## src/design/assert_macros.svh

```systemverilog
// assertion macros used by complex_arith_unit_top.sv
// no dependencies; expects clk and rst_n in the including module
`ifndef ASSERT_MACROS_SVH
`define ASSERT_MACROS_SVH

// clocked assertion, off while reset is asserted
`define ASSERT_CLK(label, prop, msg) \
    label: assert property (@(posedge clk) disable iff (!rst_n) prop) else $error(msg);

// clocked implication, off while reset is asserted
`define ASSERT_IMPLY(label, pre, post, msg) \
    label: assert property (@(posedge clk) disable iff (!rst_n) (pre) |-> (post)) \
        else $error(msg);

`endif

```

## src/design/cau_pkg.sv

```systemverilog
// types, constants and the divide step of the complex arithmetic unit
// no dependencies
`default_nettype none

package cau_pkg;

    typedef enum logic [1:0] {
        OP_ADD = 2'd0,
        OP_SUB = 2'd1,
        OP_MUL = 2'd2,
        OP_DIV = 2'd3
    } op_t;

    // one quotient bit per divider stage
    localparam int unsigned DivSteps = 48;

    localparam logic signed [31:0] ResMax = 32'sh7fff_ffff;
    localparam logic signed [31:0] ResMin = 32'sh8000_0000;

    // partial remainder and numerator/quotient shift word
    typedef struct packed {
        logic [31:0] rem;
        logic [47:0] w;
    } div_lane_t;

    typedef struct packed {
        logic        is_div;
        logic        dz;
        logic        neg_re;
        logic        neg_im;
        logic [31:0] res_re;
        logic [31:0] res_im;
        logic        sat;
    } side_t;

    typedef struct packed {
        div_lane_t   re;
        div_lane_t   im;
        logic [31:0] den;
        side_t       side;
    } div_item_t;

    typedef struct packed {
        logic [31:0] res_re;
        logic [31:0] res_im;
        logic        dz;
        logic        sat;
    } result_t;

    // one restoring division step
    function automatic div_lane_t div_step(div_lane_t l, logic [31:0] den);
        logic [32:0] trial;
        div_lane_t   r;
        trial = {l.rem, l.w[47]};
        if (trial >= {1'b0, den})
        begin
            trial = trial - {1'b0, den};
            r.w   = {l.w[46:0], 1'b1};
        end
        else
        begin
            r.w   = {l.w[46:0], 1'b0};
        end
        r.rem = trial[31:0];
        return r;
    endfunction

endpackage

`default_nettype wire

```

## src/design/cau_pre.sv

```systemverilog
// front stages: partial products and operand sums, then combine, clamp and divider setup
// depends on cau_pkg
`default_nettype none

module cau_pre (
    input  wire logic               clk,
    input  wire logic               rst_n,
    input  wire logic               in_valid,
    output logic                    in_ready,
    input  wire logic [1:0]         cmd,
    input  wire logic signed [15:0] a_real,
    input  wire logic signed [15:0] a_imag,
    input  wire logic signed [15:0] b_real,
    input  wire logic signed [15:0] b_imag,
    output logic                    out_valid,
    input  wire logic               out_ready,
    output cau_pkg::div_item_t      out_item
);

    logic               v1_reg;
    cau_pkg::op_t       op1_reg;
    logic signed [31:0] p_rr_reg, p_ii_reg, p_ri_reg, p_ir_reg, p_bbr_reg, p_bbi_reg;
    logic signed [16:0] sre_reg, sim_reg;
    logic signed [16:0] sre_next, sim_next;

    logic               v2_reg;
    cau_pkg::div_item_t item_reg, item_next;

    logic rdy1, rdy2;

    assign rdy2     = !v2_reg || out_ready;
    assign rdy1     = !v1_reg || rdy2;
    assign in_ready = rdy1;

    always_comb
    begin
        if (cau_pkg::op_t'(cmd) == cau_pkg::OP_SUB)
        begin
            sre_next = {a_real[15], a_real} - {b_real[15], b_real};
            sim_next = {a_imag[15], a_imag} - {b_imag[15], b_imag};
        end
        else
        begin
            sre_next = {a_real[15], a_real} + {b_real[15], b_real};
            sim_next = {a_imag[15], a_imag} + {b_imag[15], b_imag};
        end
    end

    always_ff @(posedge clk or negedge rst_n)
    begin
        if (!rst_n)
        begin
            v1_reg <= 1'b0;
            v2_reg <= 1'b0;
        end
        else
        begin
            if (rdy1)
            begin
                v1_reg <= in_valid;
            end
            if (rdy2)
            begin
                v2_reg <= v1_reg;
            end
        end
    end

    always_ff @(posedge clk)
    begin
        if (rdy1)
        begin
            op1_reg   <= cau_pkg::op_t'(cmd);
            p_rr_reg  <= a_real * b_real;
            p_ii_reg  <= a_imag * b_imag;
            p_ri_reg  <= a_real * b_imag;
            p_ir_reg  <= a_imag * b_real;
            p_bbr_reg <= b_real * b_real;
            p_bbi_reg <= b_imag * b_imag;
            sre_reg   <= sre_next;
            sim_reg   <= sim_next;
        end
        if (rdy2)
        begin
            item_reg <= item_next;
        end
    end

    logic signed [32:0] mre, mim, nre, nim;
    logic [31:0]        are, aim;
    logic               sat_re, sat_im;
    logic [31:0]        cre, cim;

    always_comb
    begin
        mre = {p_rr_reg[31], p_rr_reg} - {p_ii_reg[31], p_ii_reg};
        mim = {p_ri_reg[31], p_ri_reg} + {p_ir_reg[31], p_ir_reg};
        nre = {p_rr_reg[31], p_rr_reg} + {p_ii_reg[31], p_ii_reg};
        nim = {p_ir_reg[31], p_ir_reg} - {p_ri_reg[31], p_ri_reg};
        are = nre[32] ? 32'(-nre) : nre[31:0];
        aim = nim[32] ? 32'(-nim) : nim[31:0];

        sat_re = 1'b0;
        sat_im = 1'b0;
        cre    = mre[31:0];
        cim    = mim[31:0];
        if (mre > 33'(cau_pkg::ResMax))
        begin
            cre    = cau_pkg::ResMax;
            sat_re = 1'b1;
        end
        else if (mre < 33'(cau_pkg::ResMin))
        begin
            cre    = cau_pkg::ResMin;
            sat_re = 1'b1;
        end
        if (mim > 33'(cau_pkg::ResMax))
        begin
            cim    = cau_pkg::ResMax;
            sat_im = 1'b1;
        end
        else if (mim < 33'(cau_pkg::ResMin))
        begin
            cim    = cau_pkg::ResMin;
            sat_im = 1'b1;
        end

        item_next.re.rem      = '0;
        item_next.re.w        = {are, 16'd0};
        item_next.im.rem      = '0;
        item_next.im.w        = {aim, 16'd0};
        item_next.den         = p_bbr_reg[31:0] + p_bbi_reg[31:0];
        item_next.side.is_div = (op1_reg == cau_pkg::OP_DIV);
        item_next.side.dz     = (p_bbr_reg == 32'sd0) && (p_bbi_reg == 32'sd0);
        item_next.side.neg_re = nre[32];
        item_next.side.neg_im = nim[32];

        unique case (op1_reg)
            cau_pkg::OP_ADD, cau_pkg::OP_SUB:
            begin
                item_next.side.res_re = {{7{sre_reg[16]}}, sre_reg, 8'd0};
                item_next.side.res_im = {{7{sim_reg[16]}}, sim_reg, 8'd0};
                item_next.side.sat    = 1'b0;
            end
            cau_pkg::OP_MUL:
            begin
                item_next.side.res_re = cre;
                item_next.side.res_im = cim;
                item_next.side.sat    = sat_re | sat_im;
            end
            default:
            begin
                item_next.side.res_re = '0;
                item_next.side.res_im = '0;
                item_next.side.sat    = 1'b0;
            end
        endcase
    end

    assign out_valid = v2_reg;
    assign out_item  = item_reg;

endmodule

`default_nettype wire

```

## config.mk

```make
export PLATFORM = sky130hd
export DESIGN_NAME = cau_pre
export DESIGN_NICKNAME = d
export VERILOG_FILES = /design/src/design/assert_macros.svh /design/src/design/cau_pkg.sv /design/src/design/cau_pre.sv
export SDC_FILE = /design/constraint.sdc
export NUM_CORES = 2
export LEC_CHECK = 0
export CAP_MARGIN = 25
export CORE_MARGIN = 4
export CORE_UTILIZATION = 55
export DETAILED_ROUTE_END_ITERATION = 12
export DONT_BUFFER_PORTS = 1
export PLACE_DENSITY = 0.66
export RECOVER_POWER = 100
export SYNTH_ARGS = -nofsm -noshare
export SYNTH_HDL_FRONTEND = slang
export SYNTH_SLANG_ARGS = --single-unit
```

## constraint.sdc

```tcl
create_clock -name clk -period 23.4 [get_ports clk]
set_input_delay 2.34 -clock clk [delete_from_list [all_inputs] [get_ports clk]]
set_output_delay 2.34 -clock clk [all_outputs]
set_load 0.02 [all_outputs]
```

==> flow_summary_export.csv <==
group,metric,value,unit
logic_synthesis,synth.cell_area,81200,sq um
setup_path,startpoint_type,"input port",
clocking,clock-sinks,393,
timing,rsz0062_at_grt,"false",
timing,slew_viol_final,513,
timing,hold_viol,0,
logic_synthesis,yosysWarningCount,0,
logic_synthesis,ys_top_cells_by_area,"fa_1 (37%), edfxtp_1 (14%), ha_1 (11%)",
logic_synthesis,synth_top_area_share,37.5,%
global_routing,grt_pass1_wl,338000,um
drt,via_per_inst,5.55,
hold_path,hp-class,"flop to flop",
logic_synthesis,synth_top_family_by_area,"adder cells",
final_layout,drive_gt1_share,1.64,%
setup_path,worstPathRequired,23770,ps
drt,drt-total-wl,212000,um
drt,routedWlPerCell,20.7,um
global_routing,antenna_found_initial,18,
setup_path,r2r_setup_slack,14680,ps
logic_synthesis,synth-xor-area-share,5.16,%
run,cap_violations,12,
timing,setup_viol,0,
logic_synthesis,yosysUniqueCellTypes,95,
hold_path,hp-start,"v1_reg$_DFFE_PN0P_",
logic_synthesis,syn-instance-count,8576,
global_routing,grt_pass1_vias,60100,
clocking,cts_tree,"yes",
placed_design,placed_area,82100,sq um
logic_synthesis,ys_seq_area_share,14.5,%
clocking,hold_buffers,0,
clocking,cts_max_level,2,
clocking,path_clk_slew,60,ps
global_routing,globalRoute.totalOverflow,0,
die,dieHeight,392,um
logic_synthesis,synthAdderAreaFrac,48.4,%
logic_synthesis,synth-edff-count,391,
final_layout,syn2layout_area_growth,3.08,%
setup_path,path_buf_inv,5,
drt,ant_nets,0,
clocking,clkLatencyLatePin,640,ps
final_layout,fin_area,83700,sq um
timing,fin_setup_tns,0,ps
clocking,cts_buffers,48,
placed_design,place.gp.congestion,0.902,
logic_synthesis,synth_compound_area_share,7.68,%
timing,worstMarginPinSlew,3950,ps
setup_path,crit_top_cell,"fa_1",
placed_design,dp_hpwl,167000,um
run_status,violations,"max-capacitance violations, max-slew violations",
run_status,outcome,"finished, violations left",
drt,first_pass_iters,8,
clocking,post_cts_buffers,0,
hold_path,min_path_cells,1,
clocking,ctsResizeCount,0,
die,die_width,392,um
timing,fmax,0.0948,GHz
die,ios,333,
timing,period_needed,10550,ps
setup_path,crit_chain,"inv_1 -> clkbuf_1 -> nor2_1 -> fa_1 -> fa_1 -> fa_1 -> fa_1 -> fa_1 -> inv_1 -> fa_1 -> inv_1 -> ha_1 -> a21o_1 -> a21o_1 -> a21oi_1 -> inv_1 -> a21oi_1 -> a2bb2oi_1 -> o31ai_1 -> o41a_1 -> a211oi_1 -> a21oi_1 -> nor2_1 -> xnor2_1",
setup_path,cp_top_family,"adder cells",
logic_synthesis,ys.flop_type,"edfxtp_1",
clocking,root_buffer,"clkbuf_16",
global_routing,grt_usage,28.4,%
setup_path,cp_max_fo,42,
clocking,clock_path_buffers,3,
setup_path,r2r.worst_path.cells,5,
timing,final.period_utilization,45.1,%
die,fp.dieArea,154000,sq um
logic_synthesis,synth.avg_cell_area,9.47,sq um
timing,maxSlewHeadroom,-163,%
drt,drc_errors,0,
logic_synthesis,ys_ff_latch,393,
logic_synthesis,synth_area_leader_cell,"fa_1",
setup_path,path_class,"input port to flop",
die,initial_core_util,55.6,%
global_routing,grt_max_degree,71,
final_layout,largest_register_ffs,165,
setup_path,timing.rr.end,"p_rr_reg[15]$_DFFE_PP_",
setup_path,slowest_delay,1960,ps
final_layout,final_nets,10600,
hold_path,holdPathEnd,"out_valid$_DFFE_PN0P_",
placed_design,portBuffers,0,
logic_synthesis,synth-async-reset-ratio,0.509,%
drt,num_vias,56900,
setup_path,r2r_start,"out_valid$_DFFE_PN0P_",
setup_path,slowest_stage,"clkbuf_1",
die,num_rows,140,
setup_path,cp.arrival,10920,ps
timing,skew,22.3,ps
setup_path,cp.depth,24,
die,core_area,146000,sq um
drt,first_iter_violations,3897,
logic_synthesis,synthMuxAreaShare,0.0632,%
logic_synthesis,synthSimpleGateAreaFrac,12.3,%
setup_path,endpoint_kind,"flop",
==> cell usage after synthesis (55+ instances only) <==
cell,count
a21oi_1,342
nand3_1,55
o21bai_1,75
ha_1,710
nor2_1,399
xor2_1,83
xnor2_1,395
fa_1,1520
and2_1,530
buf_4,97
inv_1,1992
clkbuf_1,301
nand2b_1,56
edfxtp_1,391
nand2_1,741
o21ai_0,146
nor3_1,68
a21o_1,88
==> logic make-up after synthesis <==
kind of cell               Yosys count
and+or+nand+nor                   2063
xor gates and xnor gates           478
AOI/OAI and AO/OA                  960
adders and majority gates         2231
buffers and inverters             2445
muxes                                5
other                                1
DFF                                393
==> layout make-up <==
type	count	area, sq um
flip-flops and latches	393	11800
diodes	4	10.0
multi-input cells	5833	60100
inverters	2007	7530
repair buffers	23	114
well taps	1917	2400
clock inverters	35	473
fillers	13000	62400
clock buffers	52	1220
==> layout by cell type (no fill, tap or decap), types with 16 or more instances in the layout <==
| master | netlist | routed |
|---|---|---|
| a211oi_1 | 24 | 24 |
| a21o_1 | 88 | 88 |
| a21oi_1 | 342 | 341 |
| a31oi_1 | 29 | 29 |
| and2_1 | 530 | 525 |
| and3_1 | 28 | 28 |
| clkbuf_1 | 301 | 19 |
| clkbuf_16 | 0 | 48 |
| clkinv_1 | 10 | 16 |
| conb_1 | 1 | 96 |
| edfxtp_1 | 391 | 391 |
| fa_1 | 1520 | 1520 |
| ha_1 | 710 | 710 |
| inv_1 | 1992 | 1993 |
| nand2_1 | 741 | 741 |
| nand2b_1 | 56 | 56 |
| nand3_1 | 55 | 55 |
| nand4_1 | 28 | 28 |
| nor2_1 | 399 | 399 |
| nor2b_1 | 39 | 39 |
| nor3_1 | 68 | 68 |
| nor4_1 | 36 | 37 |
| o211ai_1 | 18 | 18 |
| o21a_1 | 35 | 35 |
| o21ai_0 | 146 | 147 |
| o21bai_1 | 75 | 75 |
| o221ai_1 | 33 | 33 |
| o31ai_1 | 37 | 37 |
| or3_1 | 22 | 22 |
| xnor2_1 | 395 | 395 |
| xor2_1 | 83 | 83 |
==> routing by layer <==
metal  wire (um)  share of wire, %  track usage [%]
met1       86300                41             37.9
met2      101000                48             47.0
met3       17700               8.4             5.59
met4        7200               3.4             8.73
met5          15            0.0071                0
==> worst max path at each step <==
stage,from,to,slack (ps)
after floorplan,out_ready,in_ready,13440
after global placement,b_imag[15],p_bbi_reg[31]$_DFFE_PP_,14030
after detailed placement,b_imag[15],p_bbi_reg[31]$_DFFE_PP_,13920
after CTS,b_imag[15],p_bbi_reg[31]$_DFFE_PP_,14570
after global routing,b_imag[15],p_bbi_reg[31]$_DFFE_PP_,12280
final,b_imag[15],p_bbi_reg[31]$_DFFE_PP_,12850
==> worst reg2reg max path, stage by stage (launching register included) <==
cell,delay [ps]
dfrtp_1,470
nand3b_1,120
clkbuf_1,1130
clkbuf_1,1380
clkbuf_1,2470
clkbuf_1,2620
==> stage by stage <==
step	util [%]	worst slack (ps)	hold WS (ps)	std cells
3_3_place_gp	56.2	14030	443	10200
5_1_grt	57.3	12280	527	10300
3_5_place_dp	56.2	13920	460	10200
4_1_cts	57.3	14570	476	10300
6_report	57.3	12850	471	10300
2_1_floorplan	-	13440	435	8671
Power is left out: the tool's default activity adds up to more than one toggle a clock period on the data nets, which glitch-free logic cannot reach.
