$ cat config.mk
export PLATFORM = sky130hd
export DESIGN_NAME = cau_post
export DESIGN_NICKNAME = d
export VERILOG_FILES = /design/src/design/assert_macros.svh /design/src/design/cau_pkg.sv /design/src/design/cau_post.sv
export SDC_FILE = /design/constraint.sdc
export NUM_CORES = 1
export LEC_CHECK = 0
export BUFFER_PORTS_ARGS = -buffer_cell sky130_fd_sc_hd__buf_2
export CORE_AREA = 2 2 128 130
export CTS_CLUSTER_SIZE = 30
export DETAILED_ROUTE_END_ITERATION = 8
export DIE_AREA = 0 0 130 132
export PLACE_DENSITY_LB_ADDON = 0.25
export SLEW_MARGIN = 0
export SYNTH_ARGS = -nofsm -noshare
export SYNTH_HDL_FRONTEND = slang
export SYNTH_SLANG_ARGS = --single-unit
$ cat constraint.sdc
create_clock -name clk -period 5.1 [get_ports clk]
set_input_delay 1.02 -clock clk [delete_from_list [all_inputs] [get_ports clk]]
set_output_delay 1.02 -clock clk [all_outputs]
set_load 0.02 [all_outputs]
$ cat src/design/assert_macros.svh
// assertion macros used by complex_arith_unit_top.sv
// no dependencies; expects clk and rst_n in the including module
`ifndef ASSERT_MACROS_SVH
`define ASSERT_MACROS_SVH

// clocked assertion, off while reset is asserted
`define ASSERT_CLK(label, prop, msg) \
    label: assert property (@(posedge clk) disable iff (!rst_n) prop) else $error(msg);

// clocked implication, off while reset is asserted
`define ASSERT_IMPLY(label, pre, post, msg) \
    label: assert property (@(posedge clk) disable iff (!rst_n) (pre) |-> (post)) \
        else $error(msg);

`endif

$ cat src/design/cau_pkg.sv
// types, constants and the divide step of the complex arithmetic unit
// no dependencies
`default_nettype none

package cau_pkg;

    typedef enum logic [1:0] {
        OP_ADD = 2'd0,
        OP_SUB = 2'd1,
        OP_MUL = 2'd2,
        OP_DIV = 2'd3
    } op_t;

    // one quotient bit per divider stage
    localparam int unsigned DivSteps = 48;

    localparam logic signed [31:0] ResMax = 32'sh7fff_ffff;
    localparam logic signed [31:0] ResMin = 32'sh8000_0000;

    // partial remainder and numerator/quotient shift word
    typedef struct packed {
        logic [31:0] rem;
        logic [47:0] w;
    } div_lane_t;

    typedef struct packed {
        logic        is_div;
        logic        dz;
        logic        neg_re;
        logic        neg_im;
        logic [31:0] res_re;
        logic [31:0] res_im;
        logic        sat;
    } side_t;

    typedef struct packed {
        div_lane_t   re;
        div_lane_t   im;
        logic [31:0] den;
        side_t       side;
    } div_item_t;

    typedef struct packed {
        logic [31:0] res_re;
        logic [31:0] res_im;
        logic        dz;
        logic        sat;
    } result_t;

    // one restoring division step
    function automatic div_lane_t div_step(div_lane_t l, logic [31:0] den);
        logic [32:0] trial;
        div_lane_t   r;
        trial = {l.rem, l.w[47]};
        if (trial >= {1'b0, den})
        begin
            trial = trial - {1'b0, den};
            r.w   = {l.w[46:0], 1'b1};
        end
        else
        begin
            r.w   = {l.w[46:0], 1'b0};
        end
        r.rem = trial[31:0];
        return r;
    endfunction

endpackage

`default_nettype wire

$ cat src/design/cau_post.sv
// back stage: sign and clamp of quotients, result select, output register
// depends on cau_pkg
`default_nettype none

module cau_post (
    input  wire logic               clk,
    input  wire logic               rst_n,
    input  wire logic               in_valid,
    output logic                    in_ready,
    input  wire cau_pkg::div_item_t in_item,
    output logic                    out_valid,
    input  wire logic               out_ready,
    output cau_pkg::result_t        out_res
);

    logic             v_reg;
    cau_pkg::result_t res_reg, res_next;

    function automatic logic [32:0] fix_quot(logic neg, logic [47:0] q);
        logic [32:0] r;
        if (!neg)
        begin
            if (q > 48'h0000_7fff_ffff)
                r = {1'b1, cau_pkg::ResMax};
            else
                r = {1'b0, q[31:0]};
        end
        else
        begin
            if (q > 48'h0000_8000_0000)
                r = {1'b1, cau_pkg::ResMin};
            else
                r = {1'b0, 32'(~q[31:0] + 32'd1)};
        end
        return r;
    endfunction

    logic [32:0] qre, qim;

    always_comb
    begin
        qre = fix_quot(in_item.side.neg_re, in_item.re.w);
        qim = fix_quot(in_item.side.neg_im, in_item.im.w);
        if (!in_item.side.is_div)
        begin
            res_next.res_re = in_item.side.res_re;
            res_next.res_im = in_item.side.res_im;
            res_next.dz     = 1'b0;
            res_next.sat    = in_item.side.sat;
        end
        else if (in_item.side.dz)
        begin
            res_next.res_re = '0;
            res_next.res_im = '0;
            res_next.dz     = 1'b1;
            res_next.sat    = 1'b0;
        end
        else
        begin
            res_next.res_re = qre[31:0];
            res_next.res_im = qim[31:0];
            res_next.dz     = 1'b0;
            res_next.sat    = qre[32] | qim[32];
        end
    end

    assign in_ready = !v_reg || out_ready;

    always_ff @(posedge clk or negedge rst_n)
    begin
        if (!rst_n)
        begin
            v_reg <= 1'b0;
        end
        else if (in_ready)
        begin
            v_reg <= in_valid;
        end
    end

    always_ff @(posedge clk)
    begin
        if (in_ready)
        begin
            res_reg <= res_next;
        end
    end

    assign out_valid = v_reg;
    assign out_res   = res_reg;

endmodule

`default_nettype wire

==> results.toml, run 1 <==
[floorplanning]
die_y_um = 132
core_area_mm2 = 0.0157
initial_core_util = 0.295
die_w_um = 130
rows = 46
die_area_mm2 = 0.0172
io_pins = 333

[final_layout]
syn_to_final_growth_pct = 36.4
nets = 1034
drive_gt1_frac = 0.350
seq_area_mm2 = 0.00201
multi_input_area_mm2 = 0.00225
final_common_cell = "buf_2"
layout_common_cells = "buf_2 (236), inv_1 (72), edfxtp_1 (66)"
fin_cells = 989
fillers = 1664

[worst_hold_path]
hold_class = "input pin to async pin"

[placement]
preCtsSetupSlack_ns = 1.24
gp_congestion = 0.830
io_buffer_count = 236
dp_cells = 972
dp_hpwl_um = 12400

[clock_network]
htreeDepth = 3
cts_setup_buffers = 0
cts-root-buf = "clkbuf_16"
postCtsHoldBufs = 0
cts_buffers = 9
path_clk_slew_ns = 0.06
cts.path.max_buffers = 2
clkLatencyLatePin_ns = 0.34
ctsResizeCount = 0
clkSinkCount = 67
cts_tree = "built"

[setup_path]
critPathLaunchType = "input pin"
crit_path_max_fanout = 19
r2r-end = "out_res[63]"
path_class = "input pin to flop"
worstPathArrival_ns = 3.69
ff2ff_path_depth = 2
required_ns = 5.25
cp-end-kind = "flop"
reg2reg_slack_ns = 3.39
timing.rr.start = "out_valid"

[sta]
tns_ns = 0
min_period_ns = 3.53
rsz0062_at_grt = "no"
skew_ns = 0.00652
final_max_slew_viol_count = 0
setup_slack_ns = 1.57
finalHoldViolCount = 0
worst-slew-pin-transition_ns = 1.04
fmaxAchievable_mhz = 283
slew-limit-headroom = 0.300
fin_crit_sh = 0.693
setup_violations = 0

[drt]
drt_pre_antenna_iters = 5
viasPerCell = 5.03
drcViolationCount = 0
wire_per_inst_um = 16.6
ant_nets = 0
drtIter0Drc = 303
vias = 4975
drt-total-wl_um = 16400

[flow_run]
drv_cap = 0

[synth]
ys_ff_latch = 67
synth-edff-count = 66
yosys.area.top_type = "edfxtp_1"
seq_area_frac_synth = 0.432
postSynth.asyncResetShare = 0.0149
synth_area_mm2 = 0.00464
syn_nets = 808
yosys_warnings = 0
syn_inst = 541
avgSynthCellArea_um2 = 8.58
synth-main-ff-cell = "edfxtp_1"
synthTopCellsByArea = "edfxtp_1 (43%), o22ai_1 (7.7%), inv_1 (5.8%)"
synth_top_area_share = 0.427
yosys.cell_types.count = 49

[global_route]
grt_pass1_vias = 4707
grt-ovfl-total = 0
grt_max_degree = 67
grt.total_usage = 0.187
grt_pass1_wl_um = 24800
antenna_found_initial = 1

[pwr]
power.density_mw_per_mm2 = 265
p_leak_nw = 2.80
ir_worst_vdd_mv = 0.169

[status]
status = "finished, final reports clean"
-- critical path, stage by stage --
cell and delay (ns):
buf_2 0.14, nor4_2 0.62, nand4_1 0.49, nor2_1 0.31, a211o_1 0.15, nand2_1 0.30
buf_4 0.36, o32ai_1 0.29
-- report_power, final --
group          internal, W  total (W)  switching [W]  leakage, nW
Combinational     0.000140   0.000367       0.000228         1.95
Sequential        0.000667   0.000680      0.0000130        0.702
Clock             0.000377   0.000630       0.000253        0.141
Total              0.00118    0.00168       0.000494         2.80
-- routing by layer --
layer | wire (um) | GRT usage | vias to the layer above | share of wire
met3 | 1220 | 0.0463 | 20 | 0.074
met5 | 0 | 0 | - | 0
li1 | - | - | 2479 | -
met1 | 7370 | 0.252 | 2279 | 0.45
met4 | 313 | 0.0705 | 0 | 0.019
met2 | 7480 | 0.289 | 197 | 0.46
-- synth_stat cells, types with 4 or more instances --
| cell | count |
|---|---|
| o21ai_0 | 12 |
| nand2_1 | 33 |
| nand4_1 | 12 |
| xnor2_1 | 26 |
| or3_1 | 5 |
| a31oi_1 | 7 |
| nor2b_1 | 5 |
| edfxtp_1 | 66 |
| nor4_1 | 23 |
| a21oi_1 | 34 |
| nor2_1 | 53 |
| nand2b_1 | 6 |
| o31ai_1 | 6 |
| nand3_1 | 18 |
| clkbuf_1 | 22 |
| inv_1 | 72 |
| nor3_1 | 15 |
| and3_1 | 5 |
| or2_2 | 4 |
| o32ai_1 | 18 |
| o22ai_1 | 57 |
-- per-stage QoR --
stage                     total power (W)  hold slack [ns]  cell area [um^2]  utilization
after CTS                         0.00170            0.428              6330        0.403
after global routing              0.00176            0.432              6330        0.403
after detailed placement          0.00106            0.796              6030        0.384
after floorplan                  0.000890            0.724              4640            -
final                             0.00168            0.450              6330        0.403
after global placement            0.00106            0.795              6030        0.384
-- sequential cells by signal, indices dropped and copies added, names as in the netlist --
name / flops
out_res: 66
out_valid: 1
-- worst max path at each step --
stage | from | to | slack (ns)
3_5_place_dp | in_item[123] | out_res[3] | 1.24
4_1_cts | in_item[103] | out_res[3] | 1.60
5_1_grt | in_item[123] | out_res[3] | 1.33
6_report | in_item[103] | out_res[3] | 1.57
3_3_place_gp | in_item[123] | out_res[3] | 1.26
2_1_floorplan | out_ready | in_ready | 1.28
-- cell type report --
class                   instances  share of cell area
flip-flops and latches         67               0.317
inverters                      74              0.0439
diodes                          1            0.000395
repair buffers                242               0.194
clock buffers                   9              0.0356
well taps                     216              0.0427
clock inverters                 7              0.0109
multi-input cells             373               0.356
-- logic make-up (layout without fill, tap and decap cells) --
family          count (synthesis)  count (layout)  share of synthesized area
compound gates                150             150                      0.210
xor+xnor                       27              27                     0.0509
fa+ha+maj                       2               2                    0.00539
buf+inv                       101             332                     0.0841
flops                          67              67                      0.432
other cells                     0               1                          0
simple gates                  194             194                      0.217
Note: power is estimated with default switching activity, not from simulation.
==> run 2: changes to the inputs <==
CORE_AREA = 2 2 129 131   (was 2 2 128 130)
DIE_AREA = 0 0 131 133   (was 0 0 130 132)
clock period = 3.57 ns   (was 5.1 ns; I/O delays follow)
==> results.toml, run 2 (synthesized netlist as in run 1, its figures left out) <==
[clock_network]
cts_buffers = 9
path_clk_slew_ns = 0.06
clkSinkCount = 67
ctsResizeCount = 0
cts_tree = "built"
postCtsHoldBufs = 0
cts_setup_buffers = 0
cts-root-buf = "clkbuf_16"
clkLatencyLatePin_ns = 0.33
cts.path.max_buffers = 2
htreeDepth = 3

[sta]
worst-slew-pin-transition_ns = 0.887
min_period_ns = 2.92
setup_violations = 0
skew_ns = 0.00600
fin_crit_sh = 0.818
rsz0062_at_grt = "no"
tns_ns = 0
final_max_slew_viol_count = 0
setup_slack_ns = 0.651
slew-limit-headroom = 0.409
fmaxAchievable_mhz = 343
finalHoldViolCount = 0
finalHoldWorstSlack_ns = 0.144

[drt]
drcViolationCount = 0
drt_pre_antenna_iters = 5
drtIter0Drc = 290
vias = 4971
ant_nets = 0
wire_per_inst_um = 15.7
viasPerCell = 4.94
drt-total-wl_um = 15800

[floorplanning]
core_area_mm2 = 0.0162
initial_core_util = 0.287
die_w_um = 131
die_area_mm2 = 0.0174
die_y_um = 133
rows = 47
io_pins = 333

[placement]
post_dp_cell_area_mm2 = 0.00614
gp_congestion = 0.837
preCtsSetupSlack_ns = 0.347
io_buffer_count = 236
dp_hpwl_um = 12100

[pwr]
switching_share = 0.289
clkPwrFrac = 0.373
power.density_mw_per_mm2 = 371
combPwrFrac = 0.220
totalPowerFinal_w = 0.00238
p_leak_nw = 2.85
p_int_w = 0.00169
p_seq_frac = 0.406
power_switching_w = 0.000689
ir_worst_vdd_mv = 0.220

[flow_run]
drv_cap = 0

[setup_path]
path_class = "input pin to flop"
worstPathArrival_ns = 3.04
crit_buf_inv = 2
required_ns = 3.69
path_depth = 8
timing.rr.start = "out_valid"
crit_start = "in_item[103]"
cpMaxStageDelayCell = "nor4_2"
cp-end-kind = "flop"
slowest_delay_ns = 0.61
path_cells = "buf_2, nor4_2, nand4_1, nor2_1, a211o_1, nand2_1, buf_4, o32ai_1"
crit_end = "out_res[30]"
crit_path_max_fanout = 31
reg2reg_slack_ns = 1.93
critPathLaunchType = "input pin"
crit_family = "simple AND/OR/NAND/NOR gates"
r2r-end = "out_res[32]"
ff2ff_path_depth = 2

[global_route]
grt_max_degree = 67
grt_pass1_wl_um = 24000
grt.total_usage = 0.178
grt-ovfl-total = 0
grt_pass1_vias = 4684
antenna_found_initial = 1

[final_layout]
syn_to_final_growth_pct = 38.4
finalInstanceArea_mm2 = 0.00642
layout_common_cells = "buf_2 (236), inv_1 (72), edfxtp_1 (66)"
largest_reg_flops = 66
nets = 1047
final_common_cell = "buf_2"
drive_gt1_frac = 0.357

[status]
status = "finished, final reports clean"

[worst_hold_path]
hold_class = "input pin to async pin"
-- run 2: cell count changes in the layout (fill, tap and decap cells not counted), sizes merged --
cell | before | now
clkbuf | 9 | 11
buf | 242 | 255
clkinv | 5 | 3
-- run 2: worst min path at each step --
stage	slack (ns)	from	end	depth (start not counted)
final	0.14	rst_n	out_valid	1
after global routing	0.13	rst_n	out_valid	1
after CTS	0.13	rst_n	out_valid	1
after detailed placement	0.49	rst_n	out_valid	1
after global placement	0.49	rst_n	out_valid	1
after floorplan	0.42	rst_n	out_valid	0
-- run 2: stage by stage --
stage,utilization,instances
2_1_floorplan,-,541
3_3_place_gp,0.379,989
3_5_place_dp,0.379,989
4_1_cts,0.397,1005
5_1_grt,0.397,1006
6_report,0.397,1006
-- run 2: final cells by class --
class                           instances  area [um^2]
Sequential cell                        67         2010
Fill cell                            1685         9750
Clock buffer                           11          233
Multi-Input combinational cell        373         2250
Antenna cell                            1         2.50
Timing Repair Buffer                  255         1320
Tap cell                              220          275
Clock inverter                          5         53.8
Inverter                               74          278
-- run 2: power groups by stage --
stage | registers [W] | clock network, W | logic [W]
floorplan | 0.00109 | 0 | 0.000185
global placement | 0.000985 | 0 | 0.000526
detailed placement | 0.000985 | 0 | 0.000528
CTS | 0.000969 | 0.000913 | 0.000529
global route | 0.000977 | 0.000942 | 0.000578
finish | 0.000969 | 0.000890 | 0.000525
-- run 2: routing by layer --
layer	global-route usage	vias to the layer above	routed length (um)
li1	-	2502	-
met1	0.229	2262	6850
met2	0.288	189	7460
met3	0.0429	18	1240
met4	0.0638	0	277
met5	0	-	0
